**src/hdl/mns_pkg.sv**
```systemverilog
// Shared types and constants for the melody note sequencer.
package mns_pkg;

  // Item operation codes
  typedef enum logic [1:0] {
    OP_TICK  = 2'd0,
    OP_PRESS = 2'd1,
    OP_LOAD  = 2'd2
  } op_t;

  // Button codes, also bit positions in the pending press mask
  localparam logic [2:0] BTN_PLAY   = 3'd0;
  localparam logic [2:0] BTN_RESET  = 3'd1;
  localparam logic [2:0] BTN_SLOW   = 3'd2;
  localparam logic [2:0] BTN_FAST   = 3'd3;
  localparam logic [2:0] BTN_CHANGE = 3'd4;

  // Configuration register indexes
  localparam logic [2:0] CFG_TEMPO_DEFAULT = 3'd0;
  localparam logic [2:0] CFG_TEMPO_STEP    = 3'd1;
  localparam logic [2:0] CFG_SLOW_LIMIT    = 3'd2;
  localparam logic [2:0] CFG_FAST_LIMIT    = 3'd3;
  localparam logic [2:0] CFG_DEBOUNCE      = 3'd4;
  localparam logic [2:0] CFG_FIRST_LENGTH  = 3'd5;
  localparam logic [2:0] CFG_SECOND_LENGTH = 3'd6;

  localparam int CFG_DATA_W = 9;

  // Register reset values
  localparam logic [7:0] RST_TEMPO_DEFAULT = 8'd53;
  localparam logic [5:0] RST_TEMPO_STEP    = 6'd10;
  localparam logic [7:0] RST_SLOW_LIMIT    = 8'd200;
  localparam logic [7:0] RST_FAST_LIMIT    = 8'd10;
  localparam logic [7:0] RST_DEBOUNCE      = 8'd20;
  localparam logic [8:0] RST_FIRST_LENGTH  = 9'd72;
  localparam logic [8:0] RST_SECOND_LENGTH = 9'd246;

  // One song memory entry
  typedef struct packed {
    logic [15:0] period;
    logic [9:0]  duration;
  } note_entry_t;

  // Configuration register set
  typedef struct packed {
    logic [7:0] tempo_default;
    logic [5:0] tempo_step;
    logic [7:0] slow_limit;
    logic [7:0] fast_limit;
    logic [7:0] debounce;
    logic [8:0] first_length;
    logic [8:0] second_length;
  } cfg_t;

  // One result beat
  typedef struct packed {
    logic [15:0] tone_period;
    logic        tone_enabled;
    logic        red_led;
    logic        green_led;
    logic        current_song;
    logic [7:0]  note_position;
  } result_t;

endpackage

```
**src/hdl/mns_out_queue.sv**
```systemverilog
// Two-entry result queue between the sequencer core and the output channel.
module mns_out_queue (
  input  logic              clk,
  input  logic              rst,
  input  logic              push,
  input  mns_pkg::result_t  push_data,
  output logic              room,
  output logic              out_valid,
  input  logic              out_ready,
  output mns_pkg::result_t  out_data
);

  mns_pkg::result_t slots [2];
  logic             wr_ptr;
  logic             rd_ptr;
  logic [1:0]       count;
  logic             pop;

  assign pop       = out_valid && out_ready;
  assign room      = (count != 2'd2);
  assign out_valid = (count != 2'd0);
  assign out_data  = slots[rd_ptr];

  // Payload slots
  always_ff @(posedge clk) begin
    if (push) begin
      slots[wr_ptr] <= push_data;
    end
  end

  // Pointers and fill count
  always_ff @(posedge clk) begin
    if (rst) begin
      wr_ptr <= 1'b0;
      rd_ptr <= 1'b0;
      count  <= 2'd0;
    end else begin
      if (push) begin
        wr_ptr <= !wr_ptr;
      end
      if (pop) begin
        rd_ptr <= !rd_ptr;
      end
      if (push && !pop) begin
        count <= count + 2'd1;
      end else if (pop && !push) begin
        count <= count - 2'd1;
      end
    end
  end

  a_no_overflow: assert property (@(posedge clk) disable iff (rst)
    push |-> room)
    else $error("result pushed into a full queue");

  a_drain_count: assert property (@(posedge clk) disable iff (rst)
    (pop && !push) |=> (count == $past(count) - 2'd1))
    else $error("queue count wrong after a lone pop");

endmodule

```
**config.mk**
```make
export PLATFORM = sky130hd
export DESIGN_NAME = mns_out_queue
export DESIGN_NICKNAME = d
export VERILOG_FILES = /design/src/hdl/mns_pkg.sv /design/src/hdl/mns_out_queue.sv
export SDC_FILE = /design/constraint.sdc
export NUM_CORES = 1
export LEC_CHECK = 0
export ABC_AREA = 1
export BUFFER_PORTS_ARGS = -buffer_cell sky130_fd_sc_hd__buf_2
export CAP_MARGIN = 20
export CELL_PAD_IN_SITES_DETAIL_PLACEMENT = 0
export CELL_PAD_IN_SITES_GLOBAL_PLACEMENT = 1
export CORE_ASPECT_RATIO = 0.7
export CORE_UTILIZATION = 46
export DETAILED_ROUTE_END_ITERATION = 16
export GPL_TIMING_DRIVEN = 0
export PLACE_DENSITY = 0.95
export SYNTH_ARGS = -nofsm -noshare
export SYNTH_HDL_FRONTEND = slang
export SYNTH_SLANG_ARGS = --single-unit
```
**constraint.sdc**
```tcl
create_clock -name clk -period 6.05 [get_ports clk]
set_input_delay 0.605 -clock clk [delete_from_list [all_inputs] [get_ports clk]]
set_output_delay 0.605 -clock clk [all_outputs]
set_load 0.02 [all_outputs]
```
==> out/metrics.csv, run 1 <==
stage;metric;value;unit
clock_network;path_clk_slew;0.06;ns
layout;area_growth;26.83;%
sta;rsz0062_at_grt;no;
placed_design;port_buffers;61;
floorplan;dieArea;0.005414;mm²
placed_design;pre_cts_ws;4.228;ns
hold_path;min_path_type;input port to register;
floorplan;die_w;87.52;µm
setup_path;end_kind;output port;
sta;final_hold_viol_count;0;
routing;drc;0;
logic_synthesis;synthesis.area;0.002355;mm²
routing;num_vias;1229;
clock_network;cts_tree;done;
power;cellPowerDensity;349.1;mW/mm²
clock_network;cts_post_setup_buffers_inserted;0;
global_routing;grt_max_degree;29;
logic_synthesis;avgSynthCellArea;19.30;µm²
global_routing;antenna_found_initial;0;
outcome;status;completed;
sta;final.setup_skew;0.004723;ns
setup_path;critical-path-top-delay-family;buffers and inverters;
setup_path;critPathRequiredTime;5.44;ns
clock_network;ctsLongestPathBuffers;2;
routing;wl_per_cell;13.85;µm
layout;final_nets;228;
floorplan;dieHeight;61.86;µm
routing;first_iter_violations;29;
sta;fin_crit_sh;34.14;%
sta;period_needed;2.065;ns
power;peakVddDrop;0.0002021;V
global_routing;grt_pass1_wl;5492;µm
sta;setup_tns;0;ns
global_routing;grt_pass1_vias;1128;
clock_network;cts_buffers;9;
logic_synthesis;synth_cells;122;
routing;totalWireLength;3725;µm
setup_path;crit_slowest_cell;dfxtp_1;
hold_path;hold_depth;2;
global_routing;grt-ovfl-total;0;
setup_path;worstSetupPathDepth;4;
clock_network;cts_sinks;61;
routing;top_layer;met4;
setup_path;start_kind;register;
setup_path;cp_slowest_stage_delay;0.32;ns
setup_path;cp.buffers_inverters;3;
logic_synthesis;yosys.area.top_type;edfxtp_1;
logic_synthesis;synth_nets;155;
sta;setup_ws;3.985;ns
routing;ant_nets;0;
floorplan;core;0.004861;mm²
routing;dr.pass1.iters;4;
layout;fill_cells;383;
clock_network;post_cts_resized;0;
setup_path;critPathKind;register to output port;
sta;clock.fmax;484.2;MHz
global_routing;grtUsageTotal;15.22;%
sta;fin_hold_ws;0.4456;ns
job;maxCapViolCount;0;
clock_network;htree_levels;3;
logic_synthesis;ys_seq_area_share;75.66;%
setup_path;worstRegToRegCells;1;
routing;wl_met1;1583;µm
sta;slew_headroom;45.92;%
clock_network;cts_hold_buf;0;
layout;diodes;0;
logic_synthesis;yosys_warnings;0;
sta;tightestPinTransition;0.8093;ns
floorplan;ios;62;
setup_path;ff2ff_setup_slack;4.67;ns
sta;finalSetupViolations;0;
logic_synthesis;synth.area.top_cells;edfxtp_1 71%, mux2_4 13%, dfxtp_1 4.3%;
clock_network;clock_latency;0.33;ns
clock_network;cts_root_buffer;clkbuf_8;
routing;via_per_inst;4.569;
layout;fin_area;0.002987;mm²
placed_design;placed_area;0.002781;mm²
logic_synthesis;ys_seq_elements;61;
floorplan;rows;21;
logic_synthesis;ys_types;15;
placed_design;place.gp.congestion;0.6919;
setup_path;crit_arrival;1.46;ns
placed_design;dp_hpwl;2577;µm
sta;slew_viol_final;0;
routing;dr_wl_met3;262;µm
layout;drive_above_1_share;53.50;%
power;p_leak;1.211;nW
setup_path;worstPathCellList;buf_6 > buf_12 > mux2_4 > buf_2;
routing;dr_wl_met2;1868;µm
floorplan;start_util;48.44;%
setup_path;cp_max_fo;10;
logic_synthesis;synth_top_area_share;71.41;%
per-stage QoR:
stage / power, W / std cells / utilization [%]
floorplan: 0.0006279 / 122 / -
global placement: 0.0006746 / 252 / 56.50
detailed placement: 0.0006820 / 253 / 57.22
CTS: 0.001054 / 269 / 61.44
global route: 0.001088 / 269 / 61.44
finish: 0.001043 / 269 / 61.44
placed cells by master, fill, tap and decap left out, types with 2 or more instances in the layout:
cell,Yosys,layout
inv_1,8,8
dfxtp_1,5,5
mux2_2,8,8
edfxtp_1,56,56
nor2_1,5,4
bufinv_16,0,2
clkinv_1,0,2
mux2_4,20,20
nand2_1,9,9
clkinv_2,0,2
buf_2,0,61
clkbuf_8,0,9
buf_12,2,2
nand3_1,2,2
a21oi_1,2,2
routing by layer:
metal / up-vias / GRT usage (%)
met5: - / 0
met4: 0 / 4.918
met3: 2 / 9.115
met2: 44 / 24.00
met1: 582 / 17.70
li1: 601 / -
report_power, final:
group / internal (W) / switching, W
Clock: 0.000228 / 0.000144
Combinational: 0.0000801 / 0.0000943
Sequential: 0.000489 / 0.00000789
Total: 0.000796 / 0.000246
synthesized netlist by cell type:
library cell	number
a21oi_1	2
buf_12	2
buf_6	1
dfxtp_1	5
edfxtp_1	56
ha_1	1
inv_1	8
mux2_2	8
mux2_4	20
nand2_1	9
nand3_1	2
nand4_1	1
nor2_1	5
nor3_1	1
o21ai_0	1
flip-flops by register name, indices dropped and copies added, names as in the netlist, named ones only:
register,count
count,2
rd_ptr,1
slots,56
wr_ptr,1
cells by family (layout without fill, tap and decap cells):
logic type / after synthesis / in the layout / share of synthesized area (%)
flip-flops: 61 / 61 / 75.66
AND/OR/NAND/NOR: 18 / 18 / 3.135
AO/OA/AOI/OAI: 3 / 3 / 0.6374
multiplexers: 28 / 28 / 16.58
buffers and inverters: 11 / 89 / 3.454
adder cells (fa/ha/maj): 1 / 1 / 0.5313
final cells by class:
type | instances | area [µm²] | area share [%]
timing repair buffer | 62 | 332.8 | 11.14
buffer | 3 | 51.30 | 1.718
tap | 69 | 86.33 | 2.891
sequential | 61 | 1782 | 59.66
inverter | 8 | 30.03 | 1.005
clock inverter | 6 | 77.57 | 2.597
multi-input combinational | 50 | 499.2 | 16.72
clock buffer | 10 | 127.6 | 4.273
worst paths after layout:
path | to | from
worst max-delay path | out_data[5] | register
worst min-delay path | wr_ptr | rst
worst max register to register | slots[0][26] | wr_ptr
worst min register to register | register | rd_ptr
Note: power is estimated with default switching activity, not from simulation.
==> run 2: changes to the inputs <==
- CORE_UTILIZATION: 46 -> 39
- PLACE_DENSITY: 0.95 -> 0.87
- clock period: 6.05 -> 1.7 ns (I/O delays scaled with it)
==> out/metrics.csv, run 2 (synthesized netlist as in run 1, its figures left out) <==
stage;metric;value;unit
outcome;status;completed;
setup_path;worstRegToRegCells;3;
power;p_leak;1.211;nW
clock_network;cts_tree;done;
global_routing;grt_pass1_vias;1197;
routing;ant_nets;0;
global_routing;grt_pass1_wl;5616;µm
sta;tightestPinTransition;0.8265;ns
floorplan;dieArea;0.006358;mm²
layout;seqCellArea;0.001782;mm²
sta;fin_crit_sh;94.07;%
floorplan;die_w;94.88;µm
layout;final_nets;229;
placed_design;dp_cells;259;
setup_path;worstReg2RegEnd;slots[1][13];
setup_path;cp_max_fo;10;
layout;fill_cells;488;
power;peakVddDrop;0.0005834;V
hold_path;min_path_type;input port to register;
setup_path;end_kind;output port;
sta;finalSetupViolations;0;
hold_path;min_from;push_data[19];
sta;clock.fmax;625.3;MHz
routing;totalWireLength;3659;µm
routing;drc;0;
layout;final_cell_mix;61 x buf_2, 56 x edfxtp_1, 20 x mux2_4;
setup_path;start_kind;register;
clock_network;clock_latency;0.32;ns
routing;via_per_inst;4.529;
global_routing;grt_max_degree;29;
clock_network;cts_buffers;9;
layout;largest_reg_flops;56;
global_routing;grt-ovfl-total;0;
sta;rsz0062_at_grt;no;
job;maxCapViolCount;0;
hold_path;hold_depth;1;
layout;final_common_cell;buf_2;
clock_network;path_clk_slew;0.06;ns
clock_network;htree_levels;3;
setup_path;worstReg2RegStart;wr_ptr;
sta;slew_headroom;44.77;%
power;power;0.003711;W
sta;period_needed;1.599;ns
floorplan;start_util;40.71;%
floorplan;dieHeight;67.01;µm
floorplan;core;0.005784;mm²
clock_network;cts_root_buffer;clkbuf_8;
routing;dr.pass1.iters;4;
layout;reg_top3;slots (56), count (2);
placed_design;place.gp.congestion;0.6671;
global_routing;grtUsageTotal;13.21;%
layout;multi_input_area;499.2;µm²
setup_path;critPathKind;register to output port;
clock_network;ctsLongestPathBuffers;2;
sta;final.setup_skew;0.006417;ns
sta;final_hold_viol_count;0;
floorplan;ios;62;
floorplan;rows;23;
layout;top_register;slots;
clock_network;cts_post_setup_buffers_inserted;0;
placed_design;dp_hpwl;2582;µm
layout;instances_no_fill;276;
setup_path;critPathRequiredTime;1.53;ns
setup_path;crit_arrival;1.43;ns
routing;first_iter_violations;36;
sta;fin_hold_ws;0.03133;ns
global_routing;antenna_found_initial;0;
sta;slew_viol_final;0;
clock_network;cts_sinks;61;
routing;wl_per_cell;13.26;µm
hold_path;hold-path-endpoint;slots[0][19];
power;cellPowerDensity;1234;mW/mm²
layout;area_growth;27.68;%
layout;diodes;0;
placed_design;port_buffers;61;
layout;drive_above_1_share;53.23;%
routing;num_vias;1250;
setup_path;ff2ff_setup_slack;0.19;ns
## run 2: cell types whose count changed in the layout (fill, tap and decap cells not counted)
cell / before / now
clkbuf_1: 1 / 3
clkinv_1: 2 / 0
clkinv_2: 2 / 1
clkinvlp_4: 0 / 1
dlygate4sd3_1: 0 / 1
## run 2: through the flow
step / TNS (ns) / worst slack (ns) / utilization, % / cell area (µm²)
2_1_floorplan: 0 / 0.2289 / - / 2357
3_3_place_gp: -5.123 / -0.1846 / 47.65 / 2756
3_5_place_dp: 0 / 0.1772 / 48.22 / 2789
4_1_cts: 0 / 0.05857 / 51.98 / 3007
5_1_grt: 0 / 0.01191 / 51.98 / 3007
6_report: 0 / 0.1008 / 51.98 / 3007
## run 2: power breakdown
part	switching [W]	internal (W)
Clock	0.000497	0.000824
Combinational	0.000337	0.000287
Sequential	0.0000272	0.00174
Total	0.000861	0.00285
## run 2: repair_timing
action                    in CTS  in global routing
hold buffers                   1                  0
resized for setup              0                  0
hold endpoints to repair       1                  0
## run 2: worst max-delay path by stage
stage	startpoint	depth (start not counted)	endpoint
6_report	register	4	out_data[15]
3_3_place_gp	wr_ptr	1	slots[0][9]
4_1_cts	register	4	out_data[22]
5_1_grt	register	4	out_data[16]
2_1_floorplan	wr_ptr	1	slots[0][0]
3_5_place_dp	wr_ptr	3	slots[1][13]
## run 2: cell type report
type                    count  area share (%)
plain buffers               3           1.706
multi-input cells          50           16.60
repair buffers             63           11.40
inverters                   8          0.9988
clock buffers              12           4.494
well taps                  75           3.121
clock inverters             4           2.414
flip-flops and latches     61           59.26
## run 2: per-layer routing
metal	global-route usage, %	share of wire [%]	up-vias
met2	20.05	49	54
met5	0	0	-
met1	15.11	41	590
li1	-	-	601
met3	8.105	9.3	5
met4	5.114	0.82	0
## run 2: critical path: stages, from the launching register on
cell     delay [ns]
dfxtp_1        0.32
buf_6          0.16
buf_12         0.16
mux2_4         0.31
buf_2          0.16
==> run 3: changes to the inputs <==
- BUFFER_PORTS_ARGS: -buffer_cell sky130_fd_sc_hd__buf_2 -> default
- CORE_UTILIZATION: 39 -> 46
- DONT_BUFFER_PORTS: default -> 1
- PLACE_DENSITY: 0.87 -> 0.85
==> out/metrics.csv, run 3 (synthesized netlist as in run 1, its figures left out) <==
stage;metric;value;unit
outcome;status;completed;
floorplan;die_w;87.52;µm
global_routing;grt_pass1_wl;5244;µm
layout;diodes;0;
sta;finalSetupViolations;0;
power;switching_share;24.79;%
placed_design;port_buffers;0;
layout;reg_top3;slots (56), count (2);
power;clkPwrFrac;34.1;%
setup_path;critical-path-top-delay-family;multiplexers;
power;p_leak;1.075;nW
global_routing;grt-ovfl-total;0;
sta;setup_tns;0;ns
setup_path;ff2ff_setup_slack;0.24;ns
layout;top_register;slots;
sta;tightestPinTransition;0.6505;ns
setup_path;worstRegToRegCells;2;
sta;final_hold_viol_count;0;
floorplan;start_util;48.44;%
floorplan;dieHeight;61.86;µm
routing;num_vias;1134;
setup_path;crit_slowest_cell;mux2_4;
routing;totalWireLength;3723;µm
clock_network;cts_tree;done;
setup_path;worstReg2RegEnd;slots[1][6];
setup_path;worstReg2RegStart;wr_ptr;
setup_path;worstPathCellList;buf_6 > buf_12 > mux2_4;
sta;fin_crit_sh;88.97;%
sta;period_needed;1.512;ns
sta;fin_hold_ws;0.03037;ns
clock_network;htree_levels;3;
hold_path;hold_depth;2;
sta;rsz0062_at_grt;no;
setup_path;critPathRequiredTime;1.53;ns
routing;wl_per_cell;15.64;µm
power;power.share.combinational;16.0;%
sta;clock.fmax;661.2;MHz
layout;final_nets;197;
setup_path;start_kind;register;
placed_design;dp_cells;192;
routing;ant_nets;0;
power;peakVddDrop;0.001112;V
routing;first_iter_violations;41;
hold_path;min_path_type;input port to register;
clock_network;cts_buffers;9;
layout;largest_reg_flops;56;
setup_path;cp_slowest_stage_delay;0.35;ns
floorplan;rows;21;
hold_path;min_from;out_ready;
clock_network;cts_root_buffer;clkbuf_8;
setup_path;end_kind;output port;
layout;final_common_cell;edfxtp_1;
setup_path;crit_arrival;1.34;ns
clock_network;cts_sinks;61;
setup_path;cp_max_fo;10;
global_routing;grtUsageTotal;14.64;%
layout;area_growth;25.98;%
setup_path;critPathKind;register to output port;
job;maxCapViolCount;0;
routing;dr.pass1.iters;4;
hold_path;hold-path-endpoint;rd_ptr;
power;pwr-share-seq;49.9;%
setup_path;cp.buffers_inverters;2;
placed_design;dp_hpwl;2299;µm
power;p_int;0.002663;W
routing;drc;0;
layout;instances_no_fill;238;
power;power;0.003541;W
global_routing;grt_max_degree;30;
global_routing;grt_pass1_vias;1135;
sta;final.setup_skew;0.005912;ns
clock_network;clock_latency;0.33;ns
placed_design;place.gp.congestion;0.6047;
layout;drive_above_1_share;28.99;%
layout;final_cell_mix;56 x edfxtp_1, 30 x dlygate4sd3_1, 20 x mux2_4;
floorplan;core;0.004861;mm²
sta;slew_headroom;56.54;%
floorplan;dieArea;0.005414;mm²
routing;via_per_inst;4.765;
clock_network;ctsLongestPathBuffers;2;
power;cellPowerDensity;1194;mW/mm²
clock_network;path_clk_slew;0.07;ns
floorplan;ios;62;
power;switchingPower;0.0008779;W
sta;slew_viol_final;0;
global_routing;antenna_found_initial;0;
run 3: worst max-delay path by stage:
stage	slack, ns	startpoint	cells past startpoint	end
2_1_floorplan	0.23	wr_ptr	1	slots[0][0]
3_3_place_gp	-0.09	wr_ptr	1	slots[0][22]
3_5_place_dp	0.01	wr_ptr	2	slots[1][2]
4_1_cts	0.17	register	3	out_data[13]
5_1_grt	0.11	count[0]	9	count[1]
6_report	0.19	register	3	out_data[16]
run 3: timing repair:
action / 4_1_cts / 5_1_grt
resized for setup: 1 / 0
hold buffers: 30 / 0
endpoints found under the setup margin: 22 / 0
hold endpoints to repair: 58 / 0
setup buffers: 0 / 0
run 3: power by group through the flow:
stage	clock network [W]	logic [W]	registers [W]
2_1_floorplan	0	0.000444	0.00179
3_3_place_gp	0	0.000486	0.00179
3_5_place_dp	0	0.000505	0.00180
6_report	0.00121	0.000567	0.00177
4_1_cts	0.00123	0.000572	0.00177
5_1_grt	0.00131	0.000608	0.00177
run 3: worst reg2reg max path, stage by stage (launching register included):
cell        delay (ns)
dfxtp_1           0.34
nand2_1           0.11
clkinvlp_4        0.54
run 3: per-stage QoR:
step	instance area, µm²	worst slack [ns]	utilization, %
floorplan	2357	0.2289	-
global placement	2444	-0.08753	50.27
detailed placement	2471	0.01182	50.84
CTS	2967	0.1685	61.03
global route	2967	0.1093	61.03
finish	2967	0.1875	61.03
run 3: final cells by class:
cell class	instances	area, µm²
inverter	8	33.78
timing repair buffer	31	327.8
clock buffer	10	127.6
clock inverter	6	63.81
sequential	61	1782
tap	69	86.33
fill	354	1894
buffer	3	51.30
multi-input combinational	50	494.2
run 3: per-layer routing:
| layer | up-vias | global-route usage, % | part of all wire [%] |
|---|---|---|---|
| li1 | 540 | - | - |
| met1 | 541 | 15.31 | 40 |
| met2 | 47 | 24.00 | 50 |
| met3 | 6 | 9.643 | 8.3 |
| met4 | 0 | 5.855 | 1.5 |
| met5 | - | 0 | 0 |
