`config.mk`:
```
export PLATFORM = sky130hd
export DESIGN_NAME = mns_core
export DESIGN_NICKNAME = d
export VERILOG_FILES = /design/src/hdl/mns_pkg.sv /design/src/hdl/mns_core.sv
export SDC_FILE = /design/constraint.sdc
export NUM_CORES = 1
export LEC_CHECK = 0
export ABC_AREA = 1
export BUFFER_PORTS_ARGS = -buffer_cell sky130_fd_sc_hd__buf_2
export CORE_UTILIZATION = 30
export DETAILED_ROUTE_END_ITERATION = 10
export PLACE_DENSITY_LB_ADDON = 0.12
export SKIP_LAST_GASP = 1
export SYNTH_ARGS = -nofsm -noshare
export SYNTH_HDL_FRONTEND = slang
export SYNTH_SLANG_ARGS = --single-unit
```
`constraint.sdc`:
```
create_clock -name clk -period 9.16 [get_ports clk]
set_input_delay 1.832 -clock clk [delete_from_list [all_inputs] [get_ports clk]]
set_output_delay 1.832 -clock clk [all_outputs]
set_load 0.01 [all_outputs]
```
`src/hdl/mns_pkg.sv`:
```
// Shared types and constants for the melody note sequencer.
package mns_pkg;

  // Item operation codes
  typedef enum logic [1:0] {
    OP_TICK  = 2'd0,
    OP_PRESS = 2'd1,
    OP_LOAD  = 2'd2
  } op_t;

  // Button codes, also bit positions in the pending press mask
  localparam logic [2:0] BTN_PLAY   = 3'd0;
  localparam logic [2:0] BTN_RESET  = 3'd1;
  localparam logic [2:0] BTN_SLOW   = 3'd2;
  localparam logic [2:0] BTN_FAST   = 3'd3;
  localparam logic [2:0] BTN_CHANGE = 3'd4;

  // Configuration register indexes
  localparam logic [2:0] CFG_TEMPO_DEFAULT = 3'd0;
  localparam logic [2:0] CFG_TEMPO_STEP    = 3'd1;
  localparam logic [2:0] CFG_SLOW_LIMIT    = 3'd2;
  localparam logic [2:0] CFG_FAST_LIMIT    = 3'd3;
  localparam logic [2:0] CFG_DEBOUNCE      = 3'd4;
  localparam logic [2:0] CFG_FIRST_LENGTH  = 3'd5;
  localparam logic [2:0] CFG_SECOND_LENGTH = 3'd6;

  localparam int CFG_DATA_W = 9;

  // Register reset values
  localparam logic [7:0] RST_TEMPO_DEFAULT = 8'd53;
  localparam logic [5:0] RST_TEMPO_STEP    = 6'd10;
  localparam logic [7:0] RST_SLOW_LIMIT    = 8'd200;
  localparam logic [7:0] RST_FAST_LIMIT    = 8'd10;
  localparam logic [7:0] RST_DEBOUNCE      = 8'd20;
  localparam logic [8:0] RST_FIRST_LENGTH  = 9'd72;
  localparam logic [8:0] RST_SECOND_LENGTH = 9'd246;

  // One song memory entry
  typedef struct packed {
    logic [15:0] period;
    logic [9:0]  duration;
  } note_entry_t;

  // Configuration register set
  typedef struct packed {
    logic [7:0] tempo_default;
    logic [5:0] tempo_step;
    logic [7:0] slow_limit;
    logic [7:0] fast_limit;
    logic [7:0] debounce;
    logic [8:0] first_length;
    logic [8:0] second_length;
  } cfg_t;

  // One result beat
  typedef struct packed {
    logic [15:0] tone_period;
    logic        tone_enabled;
    logic        red_led;
    logic        green_led;
    logic        current_song;
    logic [7:0]  note_position;
  } result_t;

endpackage

```
`src/hdl/mns_core.sv`:
```
// Sequencer core: playback, debounce and button actions around the song memory.
module mns_core #(
  parameter int SONG_DEPTH = 256,
  parameter int SONG_COUNT = 2
) (
  input  logic                                        clk,
  input  logic                                        rst,
  input  mns_pkg::cfg_t                               cfg,
  input  logic                                        in_valid,
  output logic                                        in_ready,
  input  logic [1:0]                                  op,
  input  logic [2:0]                                  button,
  input  logic                                        load_song,
  input  logic [7:0]                                  load_index,
  input  logic [15:0]                                 load_period,
  input  logic [9:0]                                  load_duration,
  output logic                                        mem_wr_en,
  output logic [$clog2(SONG_COUNT*SONG_DEPTH)-1:0]    mem_wr_addr,
  output mns_pkg::note_entry_t                        mem_wr_entry,
  output logic [$clog2(SONG_COUNT*SONG_DEPTH)-1:0]    mem_rd_addr,
  input  mns_pkg::note_entry_t                        mem_rd_entry,
  input  logic [$clog2(SONG_COUNT*SONG_DEPTH)-1:0]    mem_rd_tag,
  input  logic                                        mem_rd_valid,
  output logic                                        push,
  output mns_pkg::result_t                            result,
  input  logic                                        room
);

  localparam int PW = $clog2(SONG_DEPTH);
  localparam int XW = PW + 9;
  localparam int AW = $clog2(SONG_COUNT * SONG_DEPTH);
  localparam logic [XW-1:0] DEPTH_X = XW'(SONG_DEPTH);

  // Playback and button state
  logic [PW-1:0] pos [2];
  logic [17:0]   cnt [2];
  logic [7:0]    tempo;
  logic          sel;
  logic          playing;
  logic [7:0]    wait_cnt;
  logic [4:0]    pending;
  logic [1:0]    leds;
  logic [15:0]   tone;

  logic [PW-1:0] pos_next [2];
  logic [17:0]   cnt_next [2];
  logic [7:0]    tempo_next;
  logic          sel_next;
  logic          playing_next;
  logic [7:0]    wait_cnt_next;
  logic [4:0]    pending_next;
  logic [1:0]    leds_next;
  logic [15:0]   tone_next;

  logic [XW-1:0] len_raw;
  logic [XW-1:0] len;
  logic [XW-1:0] cur_pos;
  logic [XW-1:0] eff_pos;
  logic [XW-1:0] step_pos;
  logic [XW-1:0] idx_x;
  logic [17:0]   need;
  logic [25:0]   have;
  logic          due;
  logic          data_ok;
  logic          fire;
  logic          act;
  logic [8:0]    tempo_sum;
  logic [1:0]    song_bit;
  logic [PW+7:0] pos_wide;

  // Current note address, from the selected song and its clamped position
  always_comb begin
    len_raw = sel ? XW'(cfg.second_length) : XW'(cfg.first_length);
    if (len_raw == '0) begin
      len = XW'(1);
    end else if (len_raw > DEPTH_X) begin
      len = DEPTH_X;
    end else begin
      len = len_raw;
    end
    cur_pos     = XW'(pos[sel]);
    eff_pos     = (cur_pos >= len) ? '0 : cur_pos;
    step_pos    = ((eff_pos + XW'(1)) >= len) ? '0 : (eff_pos + XW'(1));
    mem_rd_addr = AW'(sel ? (eff_pos + DEPTH_X) : eff_pos);
  end

  // Note end test: counter * 256 against duration * tempo
  assign need     = 18'(mem_rd_entry.duration) * 18'(tempo);
  assign have     = {cnt[sel], 8'd0};
  assign due      = (have >= 26'(need));
  assign song_bit = sel ? 2'b10 : 2'b01;

  // A tick needs the entry of the current address in the read register
  assign data_ok  = mem_rd_valid && (mem_rd_tag == mem_rd_addr);
  assign in_ready = room && (data_ok || (op != mns_pkg::OP_TICK));
  assign fire     = in_valid && in_ready;
  assign push     = fire;

  // Load beats write the song memory
  assign idx_x        = XW'(load_index);
  assign mem_wr_en    = fire && (op == mns_pkg::OP_LOAD) && (idx_x < DEPTH_X)
                        && ((SONG_COUNT > 1) || !load_song);
  assign mem_wr_addr  = AW'(load_song ? (idx_x + DEPTH_X) : idx_x);
  assign mem_wr_entry = '{period: load_period, duration: load_duration};

  // Next state for one item
  always_comb begin
    pos_next      = pos;
    cnt_next      = cnt;
    tempo_next    = tempo;
    sel_next      = sel;
    playing_next  = playing;
    wait_cnt_next = wait_cnt;
    pending_next  = pending;
    leds_next     = leds;
    tone_next     = tone;
    tempo_sum     = '0;
    act           = 1'b0;

    if (fire) begin
      unique case (op)
        mns_pkg::OP_TICK: begin
          act       = 1'b1;
          tone_next = mem_rd_entry.period;
          if (playing && due) begin
            cnt_next[sel] = '0;
            pos_next[sel] = PW'(step_pos);
            tone_next     = 16'd1;
            leds_next     = leds ^ song_bit;
          end else begin
            pos_next[sel] = PW'(eff_pos);
            if (playing) begin
              cnt_next[sel] = cnt[sel] + 18'd1;
              leds_next     = leds | song_bit;
            end
          end
          if ((pending != '0) && (wait_cnt != 8'hFF)) begin
            wait_cnt_next = wait_cnt + 8'd1;
          end
        end
        mns_pkg::OP_PRESS: begin
          act = 1'b1;
          if (button <= mns_pkg::BTN_CHANGE) begin
            pending_next = pending | (5'(1) << button);
          end
        end
        default: begin
        end
      endcase
    end

    // Debounced press: act on one pending button, highest priority first
    if (act && (pending_next != '0) && (wait_cnt_next >= cfg.debounce)) begin
      priority if (pending_next[mns_pkg::BTN_PLAY]) begin
        playing_next                    = !playing_next;
        pending_next[mns_pkg::BTN_PLAY] = 1'b0;
      end else if (pending_next[mns_pkg::BTN_RESET]) begin
        tempo_next                       = cfg.tempo_default;
        pos_next[sel]                    = '0;
        cnt_next[sel]                    = '0;
        pending_next[mns_pkg::BTN_RESET] = 1'b0;
      end else if (pending_next[mns_pkg::BTN_SLOW]) begin
        if (tempo_next < cfg.slow_limit) begin
          tempo_sum  = 9'(tempo_next) + 9'(cfg.tempo_step);
          tempo_next = tempo_sum[8] ? 8'hFF : tempo_sum[7:0];
        end
        pending_next[mns_pkg::BTN_SLOW] = 1'b0;
      end else if (pending_next[mns_pkg::BTN_FAST]) begin
        if (tempo_next > cfg.fast_limit) begin
          tempo_next = (tempo_next > 8'(cfg.tempo_step))
                       ? (tempo_next - 8'(cfg.tempo_step)) : 8'd0;
        end
        pending_next[mns_pkg::BTN_FAST] = 1'b0;
      end else begin
        if (SONG_COUNT > 1) begin
          sel_next = !sel;
        end
        leds_next                         = sel_next ? 2'b10 : 2'b01;
        pending_next[mns_pkg::BTN_CHANGE] = 1'b0;
      end
      wait_cnt_next = '0;
    end
  end

  // Result beat shows the state after the item
  always_comb begin
    pos_wide = {8'd0, pos_next[sel_next]};
    result   = '{tone_period:   tone_next,
                 tone_enabled:  playing_next,
                 red_led:       leds_next[0],
                 green_led:     leds_next[1],
                 current_song:  sel_next,
                 note_position: pos_wide[7:0]};
  end

  // State registers
  always_ff @(posedge clk) begin
    if (rst) begin
      pos      <= '{default: '0};
      cnt      <= '{default: '0};
      tempo    <= mns_pkg::RST_TEMPO_DEFAULT;
      sel      <= 1'b0;
      playing  <= 1'b1;
      wait_cnt <= '0;
      pending  <= '0;
      leds     <= 2'b01;
      tone     <= '0;
    end else begin
      pos      <= pos_next;
      cnt      <= cnt_next;
      tempo    <= tempo_next;
      sel      <= sel_next;
      playing  <= playing_next;
      wait_cnt <= wait_cnt_next;
      pending  <= pending_next;
      leds     <= leds_next;
      tone     <= tone_next;
    end
  end

  a_idle_wait_clear: assert property (@(posedge clk) disable iff (rst)
    (pending == '0) |-> (wait_cnt == '0))
    else $error("debounce count running with no press pending");

  a_tempo_only_on_beat: assert property (@(posedge clk) disable iff (rst)
    !fire |=> $stable(tempo))
    else $error("tempo changed without an accepted beat");

  a_tick_has_entry: assert property (@(posedge clk) disable iff (rst)
    (fire && (op == mns_pkg::OP_TICK)) |-> (mem_rd_tag == mem_rd_addr))
    else $error("tick played a stale song memory entry");

endmodule

```
==> results of run 1 <==
## tightest hold or removal path, stage by stage (launching register included)
cell and delay [ns]:
dfxtp_1 0.30, nand2_1 0.07, a21oi_1 0.06
## final timing paths
path / depth (start not counted) / to / slack [ns] / start
setup / recovery: 48 / result[4] / -0.41 / mem_rd_entry[3]
hold / removal: 2 / tone[9]$_SDFF_PP0_ / 0.48 / tone[9]$_SDFF_PP0_
setup reg to reg: 59 / pos[8]$_SDFF_PP0_ / 0.51 / tempo[5]$_SDFFE_PP1P_
hold reg to reg: 2 / tone[9]$_SDFF_PP0_ / 0.48 / tone[9]$_SDFF_PP0_
## power breakdown
group	leakage, nW	switching, mW	internal, mW	total, mW
combinational	6.86	0.281	0.253	0.534
sequential	0.750	0.000949	0.406	0.407
clock	0.134	0.187	0.196	0.383
total	7.75	0.469	0.854	1.32
## logic make-up (layout without fill, tap and decap cells)
family                   count (synthesis)  count (layout)
flip-flops                              93              93
buffers and inverters                  429             676
XOR/XNOR                                36              36
adder cells (fa/ha/maj)                155             155
multiplexers                             4               4
AO/OA/AOI/OAI                          233             233
AND/OR/NAND/NOR                        830             833
## layer usage
layer | part of all wire, % | track usage, % | up-vias
li1 | - | - | 6017
met1 | 48 | 25.3 | 5222
met2 | 44 | 30.0 | 309
met3 | 5.4 | 2.82 | 38
met4 | 1.8 | 5.28 | 0
met5 | 0 | 0 | -
## cells in the final DEF, fill, tap and decap left out, types with 10 or more instances in the layout
cell type  netlist  routed
nor2_1         133     125
buf_4           43     191
a21oi_1         94      85
buf_6            3      15
o21ai_1         11      14
xor2_1          26      24
inv_1          309     299
fa_1            50      48
xnor2_1         10      10
o22ai_1         13      13
nand2_1        534     488
ha_1           105     100
nand3_1         68      64
o211ai_1        14      14
a21oi_2          1      10
inv_2           12      19
dfxtp_1         93      92
nor3_1          14      12
o21ai_0         63      54
nand4_1         38      38
nand2_2          6      47
buf_2           18     123
nand2_4          7      13
## registers in the layout (all words and copies together), names as in the netlist
signal and count:
pos 16, sel 1, playing 1, cnt 36, tempo 8, pending 5, tone 16, wait_cnt 8
leds 2
## layout make-up
class	count	area (um^2)	share of cell area, %
repair buffers	334	2320	16.3
clock buffers	10	239	1.67
clock inverters	6	51.3	0.359
inverters	326	1260	8.80
well taps	468	586	4.10
flip-flops and latches	93	1860	13.0
multi-input cells	1261	7970	55.8
## timing repair
item,CTS,global route
endpoints found under the setup margin,28,30
pin swaps,29,41
gates resized for setup,58,69
cloned,1,3
buffers inserted,41,11
## synth_stat cells (all sizes together) (2+ instances only)
| cell | instances |
|---|---|
| o21ai | 76 |
| o21a | 6 |
| o2111ai | 2 |
| mux2i | 4 |
| dfxtp | 93 |
| nand3b | 4 |
| nor3 | 14 |
| o221ai | 2 |
| nand4 | 39 |
| a22oi | 4 |
| a21oi | 95 |
| o211ai | 14 |
| inv | 323 |
| buf | 66 |
| fa | 50 |
| xnor2 | 10 |
| clkinv | 3 |
| xor2 | 26 |
| nand2 | 547 |
| o22ai | 13 |
| o22a | 2 |
| nand3 | 74 |
| a41oi | 2 |
| a21o | 3 |
| o21bai | 6 |
| nor2 | 140 |
| or2 | 4 |
| ha | 105 |
| clkbuf | 37 |
| a31oi | 5 |
| and2 | 4 |
==> run_results.csv, run 1 <==
group,metric,value,unit
outcome,status,"finished, violations left",
outcome,violations,"negative setup slack",
setup_path,path_buf_inv,6,
cells_and_area,area_growth,27.2,%
cts,cts-buffers-inserted,9,
setup_path,crit_type,"in2out",
global_routing,grt_usage,18.5,%
placed_design,dp_cells,2426,
global_routing,grt_pass1_vias,11245,
die,die_y,195,um
setup_path,end_kind,"output port",
timing,fin_ws,-0.412,ns
cts,ctsHtreeMaxLevel,3,
timing,setup_viol,28,
cts,clockRootBuffer,"clkbuf_16",
synthesis,netlist_instances,1780,
cts,clk_latency,0.36,ns
global_routing,overflow,0,
routing,viasPerCell,4.64,
routing,wirelength,35000,um
routing,num_vias,11586,
job,maxCapViolations,0,
die,fp.coreArea,36700,um^2
setup_path,crit_arrival,7.74,ns
global_routing,antenna_found_initial,1,
synthesis,seq_area_frac_synth,16.6,%
timing,slew_violations,0,
synthesis,synth_compound_area_share,11.8,%
synthesis,synth.area.mux_share,0.357,%
cells_and_area,finalNetCount,2316,
min_path,hp-class,"reg2reg",
cells_and_area,instances_no_fill,2498,
synthesis,netlist_area,11200,um^2
timing,finalCriticalPeriod,9.57,ns
synthesis,netlist.area_leader.share,17.9,%
synthesis,synth_area_leader_cell,"nand2_1",
timing,rsz0062_at_grt,"yes",
placed_design,numPortBuffers,140,
routing,dr.pass1.iters,5,
synthesis,synth-seq-cells,93,
cells_and_area,drive_gt1_share,24.6,%
cts,clk_path_buf_depth,2,
timing,hold_ws,0.475,ns
setup_path,path_delay_family,"adder cells",
global_routing,grt_max_degree,68,
die,die-area,38200,um^2
timing,tightest_slew,0.752,ns
timing,finClkSkew,0.0125,ns
synthesis,synthesis.nets,2071,
synthesis,synth-xor-area-share,2.81,%
timing,fin_tns_setup,-7.00,ns
timing,relSlewSlack,49.3,%
die,start_util,30.6,%
power,power.total,1.32,mW
die,row_count,70,
die,ios,211,
cts,cts_hold_buf,0,
synthesis,synth-simple-area-share,31.5,%
routing,antenna_left,0,
setup_path,crit_top_cell,"nand2_1",
synthesis,synth_ff_type,"dfxtp_1",
cts,cts_tree,"built",
setup_path,slowest_delay,0.53,ns
global_routing,grt_pass1_wl,57100,um
setup_path,crit_path_top_delay_cell,"fa_1",
power,power_density,92.7,nW/um^2
synthesis,synthDistinctLibCells,55,
synthesis,synth_top_family_by_area,"simple AND/OR/NAND/NOR gates",
setup_path,required,7.33,ns
routing,detail_route.wl_per_cell,14.0,um
placed_design,place_ws,-0.617,ns
synthesis,netlist_top_cells_area,"nand2_1, dfxtp_1, ha_1",
synthesis,synthArstFlopShare,0,%
synthesis,synth-edff-count,0,
synthesis,synth_warnings,0,
timing,final_hold_viol_count,0,
die,die_w,195,um
power,p_leak,7.75,nW
cts,numClockSinks,93,
synthesis,syn_avg_cell_area,6.31,um^2
placed_design,dpl_cell_area,13100,um^2
placed_design,dp_hpwl,26400,um
setup_path,critical_path.max_fanout,8,
timing,fmax,104,MHz
cells_and_area,fillCellCount,3932,
cts,clk_pin_slew_worst_paths,0.08,ns
routing,drcViolationCount,0,
placed_design,gp_congestion,0.819,
routing,drtIter0Drc,647,
power,peakVddDrop,75.0,uV
setup_path,worstSetupStartpointType,"input pin",
cells_and_area,final_util,38.9,%
cells_and_area,diodes,0,
timing,finalCritPeriodShare,105,%
synthesis,synth_adder_area_share,20.6,%
cells_and_area,fin_area,14300,um^2
(Power assumes the default switching activity.)
==> inputs of run 2 (changes only) <==
Settings changed: ABC_AREA 1 to unset, CORE_ASPECT_RATIO set to 0.8, CORE_UTILIZATION 30 to 51.
==> run 2 against run 1 <==
The flow still finishes with violations (negative setup slack). Via count down 21%. Critical path depth down 21. Fmax down 0.16%. Sequential power about the same. Clock skew up 0.0026 ns. Clock power up 2%. Non-clock buffer count down 53. Total power down 0.41%. Cell count down 34%. Sequential share of layout area up 2.0 points. Combinational power down 2%. Critical path type unchanged. Largest cell class unchanged.
==> run_results.csv, run 2 <==
group,metric,value,unit
global_routing,busiest_layer,"met2",
global_routing,antenna_found_initial,0,
timing,final_hold_viol_count,0,
synthesis,netlist_area,9780,um^2
synthesis,synth_adder_area_share,23.7,%
synthesis,netlist_instances,1183,
cells_and_area,largest_reg_flops,36,
setup_path,r2r_slack,1.21,ns
setup_path,required,7.33,ns
synthesis,synth_area_leader_cell,"dfxtp_1",
cells_and_area,final_util,67.1,%
setup_path,path_buf_inv,6,
synthesis,netlist_top_cells_area,"dfxtp_1, ha_1, fa_1",
setup_path,crit_path_top_delay_cell,"fa_1",
routing,drtIter0Drc,589,
timing,slew_violations,0,
die,die_w,157,um
setup_path,r2r_end,"leds[0]$_SDFF_PP1_",
timing,setup_viol,26,
global_routing,grt_pass1_wl,44000,um
cts,cts_tree,"built",
cts,cts-buffers-inserted,9,
setup_path,crit_type,"in2out",
synthesis,synth_top_family_by_area,"adder cells",
setup_path,end_kind,"output port",
outcome,status,"finished, violations left",
timing,finClkSkew,0.0152,ns
cells_and_area,fin_area,12400,um^2
synthesis,netlist.area_leader.share,19.0,%
synthesis,synth.area.mux_share,5.91,%
cells_and_area,final_common_cell,"buf_4",
global_routing,grtUsageMet1,40.4,%
synthesis,synth_ff_type,"dfxtp_1",
cts,clk_latency,0.36,ns
die,die-area,19700,um^2
setup_path,crit_arrival,7.76,ns
global_routing,grt_max_degree,28,
synthesis,syn_avg_cell_area,8.26,um^2
power,intPower,0.861,mW
global_routing,grt_pass1_vias,8819,
synthesis,synth_warnings,0,
global_routing,use_met3,5.23,%
timing,fin_ws,-0.428,ns
placed_design,gp_congestion,0.885,
placed_design,place_ws,-0.946,ns
job,maxCapViolations,0,
cts,cts_hold_buf,0,
power,power.total,1.32,mW
placed_design,dp_hpwl,20600,um
cells_and_area,top_regs,"cnt: 36 flops, pos: 16 flops, tone: 16 flops",
cells_and_area,finalNetCount,1690,
placed_design,numPortBuffers,140,
cts,ctsHtreeMaxLevel,3,
timing,tightest_slew,1.05,ns
timing,rsz0062_at_grt,"yes",
die,start_util,53.0,%
routing,wirelength,27000,um
die,ios,211,
synthesis,synth-simple-area-share,22.2,%
setup_path,reg2regPathDepth,42,
min_path,min_to,"cnt[24]$_SDFF_PP0_",
routing,dr.pass1.iters,7,
power,peakVddDrop,108,uV
synthesis,synth-edff-count,0,
cells_and_area,diodes,0,
synthesis,synth_compound_area_share,15.5,%
die,fp.coreArea,18400,um^2
cts,clk_path_buf_depth,2,
global_routing,grt_util_met2,43.4,%
setup_path,reg2reg_from,"tempo[4]$_SDFFE_PP1P_",
setup_path,critical_path.max_fanout,7,
power,p_comb_share,39.8,%
power,p_switching,0.457,mW
synthesis,synth-seq-cells,93,
cts,clk_pin_slew_worst_paths,0.07,ns
synthesis,seq_area_frac_synth,19.0,%
power,power_frac_seq,30.7,%
setup_path,path_delay_family,"adder cells",
timing,finalCritPeriodShare,105,%
timing,fmax,104,MHz
routing,drcViolationCount,0,
cells_and_area,mostFrequentLayoutCells,"buf_4, buf_2, inv_1",
global_routing,overflow,0,
cells_and_area,drive_gt1_share,30.9,%
setup_path,crit_top_cell,"fa_1",
cells_and_area,top_register,"cnt",
synthesis,synth.most_common_cell,"inv_1",
die,row_count,44,
routing,antenna_left,0,
min_path,hp-class,"reg2reg",
routing,viasPerCell,5.51,
routing,detail_route.wl_per_cell,16.3,um
synthesis,synthArstFlopShare,0,%
timing,finalCriticalPeriod,9.59,ns
power,power_density,107,nW/um^2
synthesis,yosys-top-cells-count,"inv_1, ha_1, and2_1, dfxtp_1, nor2_1",
power,p_leak,5.82,nW
outcome,violations,"negative setup slack",
synthesis,synth-xor-area-share,3.58,%
cts,clockRootBuffer,"clkbuf_16",
timing,relSlewSlack,29.8,%
cts,numClockSinks,93,
routing,num_vias,9138,
die,die_y,126,um
power,clkPwrFrac,29.6,%
min_path,min-delay-start,"cnt[24]$_SDFF_PP0_",
min_path,hold_depth,2,
power,swShare,34.7,%
global_routing,grt_usage,27.8,%
cells_and_area,area_growth,26.5,%
synthesis,synthesis.nets,1474,
placed_design,dpl_cell_area,11300,um^2
synthesis,synthDistinctLibCells,80,
setup_path,slowest_delay,0.54,ns
setup_path,worstSetupStartpointType,"input pin",
[run 2: cell count changes after synthesis, sizes merged, moves of 33 or more]
cell,previous run,this run
a21oi,95,54
o21ai,76,35
mux2i,4,37
inv,323,139
nor2,140,91
and2,4,93
nand3,74,29
nand2,547,79
[run 2: worst max path at each step]
stage	startpoint	end	slack, ns	depth (start not counted)
after floorplan	mem_rd_entry[8]	result[5]	-0.1	24
after global placement	mem_rd_entry[2]	result[7]	-0.70	28
after detailed placement	mem_rd_entry[2]	result[7]	-0.95	28
after CTS	mem_rd_entry[8]	result[4]	-0.42	28
after global routing	mem_rd_entry[0]	result[2]	-0.66	32
final	mem_rd_entry[2]	result[7]	-0.43	27
[run 2: what timing repair did]
item,CTS,global route
cloned,0,1
buffers inserted,33,12
setup endpoints to repair,26,29
pin swaps,21,25
gates resized for setup,52,50
[run 2: stage by stage]
step | hold slack [ns] | std cells | setup TNS (ns)
2_1_floorplan | 0.422 | 1183 | -0.355
3_3_place_gp | 0.438 | 1602 | -14.29
3_5_place_dp | 0.447 | 1602 | -20.19
4_1_cts | 0.458 | 1650 | -7.86
5_1_grt | 0.468 | 1657 | -14.04
6_report | 0.455 | 1657 | -8.50
[run 2: power groups by stage]
stage / clock network (mW) / logic [mW] / registers, mW
3_5_place_dp: 0 / 0.468 / 0.414
3_3_place_gp: 0 / 0.463 / 0.414
5_1_grt: 0.411 / 0.586 / 0.404
2_1_floorplan: 0 / 0.329 / 0.414
4_1_cts: 0.394 / 0.502 / 0.404
6_report: 0.390 / 0.524 / 0.404
[run 2: logic make-up after synthesis]
group | count (synthesis)
and+or+nand+nor | 408
AOI/OAI and AO/OA | 218
buffers and inverters | 216
adders and majority gates | 155
DFF | 93
muxes | 53
xor gates and xnor gates | 40
[run 2: worst min-delay path, stage by stage (launching register included)]
cell and delay [ns]:
dfxtp_1 0.31, nand2_1 0.05, a21oi_1 0.05
[run 2: metal layers]
metal,up-vias,wire (um)
met4,0,159
met2,297,12000
li1,4474,-
met3,21,1820
met5,-,0
met1,4346,13100
[run 2: cell type report]
type	count	area, um^2
Multi-Input combinational cell	874	7480
Sequential cell	93	1860
Tap cell	253	317
Timing Repair Buffer	281	1870
Clock inverter	7	88.8
Clock buffer	9	225
Inverter	140	526
Fill cell	1550	6080
==> inputs of run 3 (changes only) <==
Settings changed: CORE_UTILIZATION 51 to 57.
Clock period 9.16 ns to 10.25 ns, I/O delays scaled along.
==> run 3 against run 2 <==
Design area shrank 3.0%. The flow still finishes with violations (negative setup slack). Global-route usage increased by 2.5 points. Cell count shrank 3.2%. Critical path depth did not move. Worst hold slack worse by 0.0026 ns. Critical endpoint is now result[3]. Highest routed layer unchanged. Non-clock buffer count decreased by 20.
==> run_results.csv, run 3 (synthesis gave the netlist of run 2 again) <==
group,metric,value,unit
outcome,status,"finished, violations left",
cells_and_area,mostFrequentLayoutCells,"buf_2, inv_1, buf_4",
setup_path,end_kind,"output port",
routing,detail_route.wl_per_cell,16.5,um
die,die_w,148,um
outcome,violations,"negative setup slack",
routing,drcViolationCount,0,
global_routing,grt_usage,30.3,%
cells_and_area,fillCellCount,1288,
routing,drtIter0Drc,553,
cells_and_area,top_register,"cnt",
die,ios,211,
die,fp.coreArea,16700,um^2
die,die_y,119,um
setup_path,path_delay_family,"adder cells",
power,intPower,0.754,mW
cells_and_area,largest_reg_flops,36,
cts,ctsHtreeMaxLevel,3,
cells_and_area,area.sequential,1860,um^2
setup_path,critical_path.max_fanout,6,
setup_path,path_buf_inv,6,
placed_design,numPortBuffers,140,
timing,setup_viol,8,
timing,finalCriticalPeriod,10.37,ns
min_path,hold_depth,2,
setup_path,crit_arrival,8.32,ns
placed_design,gp_congestion,0.873,
cts,numClockSinks,93,
routing,num_vias,9066,
timing,rsz0062_at_grt,"yes",
cells_and_area,finalNetCount,1670,
timing,finClkSkew,0.00994,ns
placed_design,dpl_cell_area,10800,um^2
cts,clockRootBuffer,"clkbuf_16",
global_routing,grt_pass1_wl,43100,um
global_routing,antenna_found_initial,0,
cells_and_area,diodes,0,
power,power_frac_seq,31.6,%
power,power_density,95.4,nW/um^2
global_routing,overflow,0,
timing,fmax,96.5,MHz
cts,cts_tree,"built",
global_routing,grt_max_degree,33,
cells_and_area,multi_input_area,7330,um^2
power,p_switching,0.391,mW
die,die-area,17700,um^2
routing,wirelength,26400,um
cells_and_area,top_regs,"cnt: 36 flops, pos: 16 flops, tone: 16 flops",
timing,slew_violations,0,
cells_and_area,area_growth,22.7,%
min_path,min-delay-start,"cnt[19]$_SDFF_PP0_",
cts,cts_hold_buf,0,
cells_and_area,final_util,72.0,%
setup_path,r2r_slack,1.01,ns
setup_path,required,8.20,ns
cts,cts-buffers-inserted,9,
min_path,min_to,"cnt[19]$_SDFF_PP0_",
cts,clk_latency,0.35,ns
setup_path,crit_path_top_delay_cell,"fa_1",
cells_and_area,drive_gt1_share,28.5,%
power,p_comb_share,39.8,%
timing,relSlewSlack,31.7,%
cells_and_area,fin_area,12000,um^2
routing,antenna_left,0,
power,power.total,1.14,mW
cells_and_area,final_common_cell,"buf_2",
setup_path,reg2reg_from,"tempo[2]$_SDFFE_PP1P_",
timing,fin_ws,-0.116,ns
min_path,hp-class,"reg2reg",
power,p_leak,5.61,nW
setup_path,crit_top_cell,"fa_1",
timing,tightest_slew,1.02,ns
job,maxCapViolations,0,
setup_path,worstSetupStartpointType,"input pin",
timing,finalCritPeriodShare,101,%
global_routing,grt_pass1_vias,8805,
setup_path,crit_type,"in2out",
setup_path,r2r_end,"pos[6]$_SDFF_PP0_",
power,peakVddDrop,76.3,uV
cts,clk_pin_slew_worst_paths,0.07,ns
timing,hold_ws,0.452,ns
power,swShare,34.1,%
setup_path,slowest_delay,0.51,ns
cts,clk_path_buf_depth,2,
placed_design,dp_hpwl,19400,um
timing,final_hold_viol_count,0,
die,start_util,58.7,%
routing,dr.pass1.iters,6,
setup_path,reg2regPathDepth,50,
die,row_count,42,
routing,viasPerCell,5.65,
power,clkPwrFrac,28.7,%
## run 3: cell types whose count changed in the layout (fill, tap and decap cells not counted), sizes merged
| cell | before | now |
|---|---|---|
| clkinv | 5 | 4 |
| clkinvlp | 0 | 1 |
| buf | 281 | 261 |
## run 3: how the worst max path moves through the flow
stage	startpoint	to	cells past startpoint
after global routing	mem_rd_entry[1]	result[3]	31
after detailed placement	mem_rd_entry[1]	result[4]	28
after floorplan	mem_rd_entry[1]	result[0]	26
final	mem_rd_entry[1]	result[3]	27
after global placement	mem_rd_entry[1]	result[3]	28
after CTS	mem_rd_entry[2]	result[4]	27
## run 3: tightest hold or removal path, delay by kind of cell (launching register included)
family / cells / cell delay (ns)
AO/OA/AOI/OAI: 1 / 0.05
AND/OR/NAND/NOR: 1 / 0.05
flip-flops: 1 / 0.31
## run 3: cell type report
cell class,count,share of cell area (%)
clock buffer,9,1.88
clock inverter,7,0.563
inverter,140,4.40
multi-input combinational,874,61.1
sequential,93,15.5
tap,220,2.29
timing repair buffer,261,14.2
## run 3: per-layer routing
| metal | global-route usage [%] | vias to the layer above | routed length, um |
|---|---|---|---|
| li1 | - | 4440 | - |
| met4 | 8.96 | 0 | 498 |
| met5 | 0 | - | 0 |
| met3 | 6.28 | 46 | 1960 |
| met2 | 45.8 | 336 | 11600 |
| met1 | 43.2 | 4244 | 12400 |
## run 3: timing repair
item | 4_1_cts | 5_1_grt
pin swaps | 60 | 25
setup buffers | 51 | 13
setup endpoints to repair | 26 | 29
endpoints found under the hold margin | 0 | 0
resized for setup | 84 | 38
## run 3: power groups by stage
stage | Sequential, mW | Combinational (mW) | Clock [mW]
after floorplan | 0.370 | 0.259 | 0
after global placement | 0.370 | 0.366 | 0
after detailed placement | 0.370 | 0.372 | 0
after CTS | 0.361 | 0.441 | 0.334
after global routing | 0.361 | 0.507 | 0.350
final | 0.361 | 0.455 | 0.328
## run 3: per-stage QoR
stage / instances / setup WS [ns] / setup TNS, ns
after floorplan: 1183 / 0.0433 / 0
after global placement: 1529 / -0.381 / -4.42
after detailed placement: 1529 / -0.523 / -8.07
after CTS: 1596 / -0.0104 / -0.0104
after global routing: 1604 / -0.405 / -6.93
final: 1604 / -0.116 / -0.539
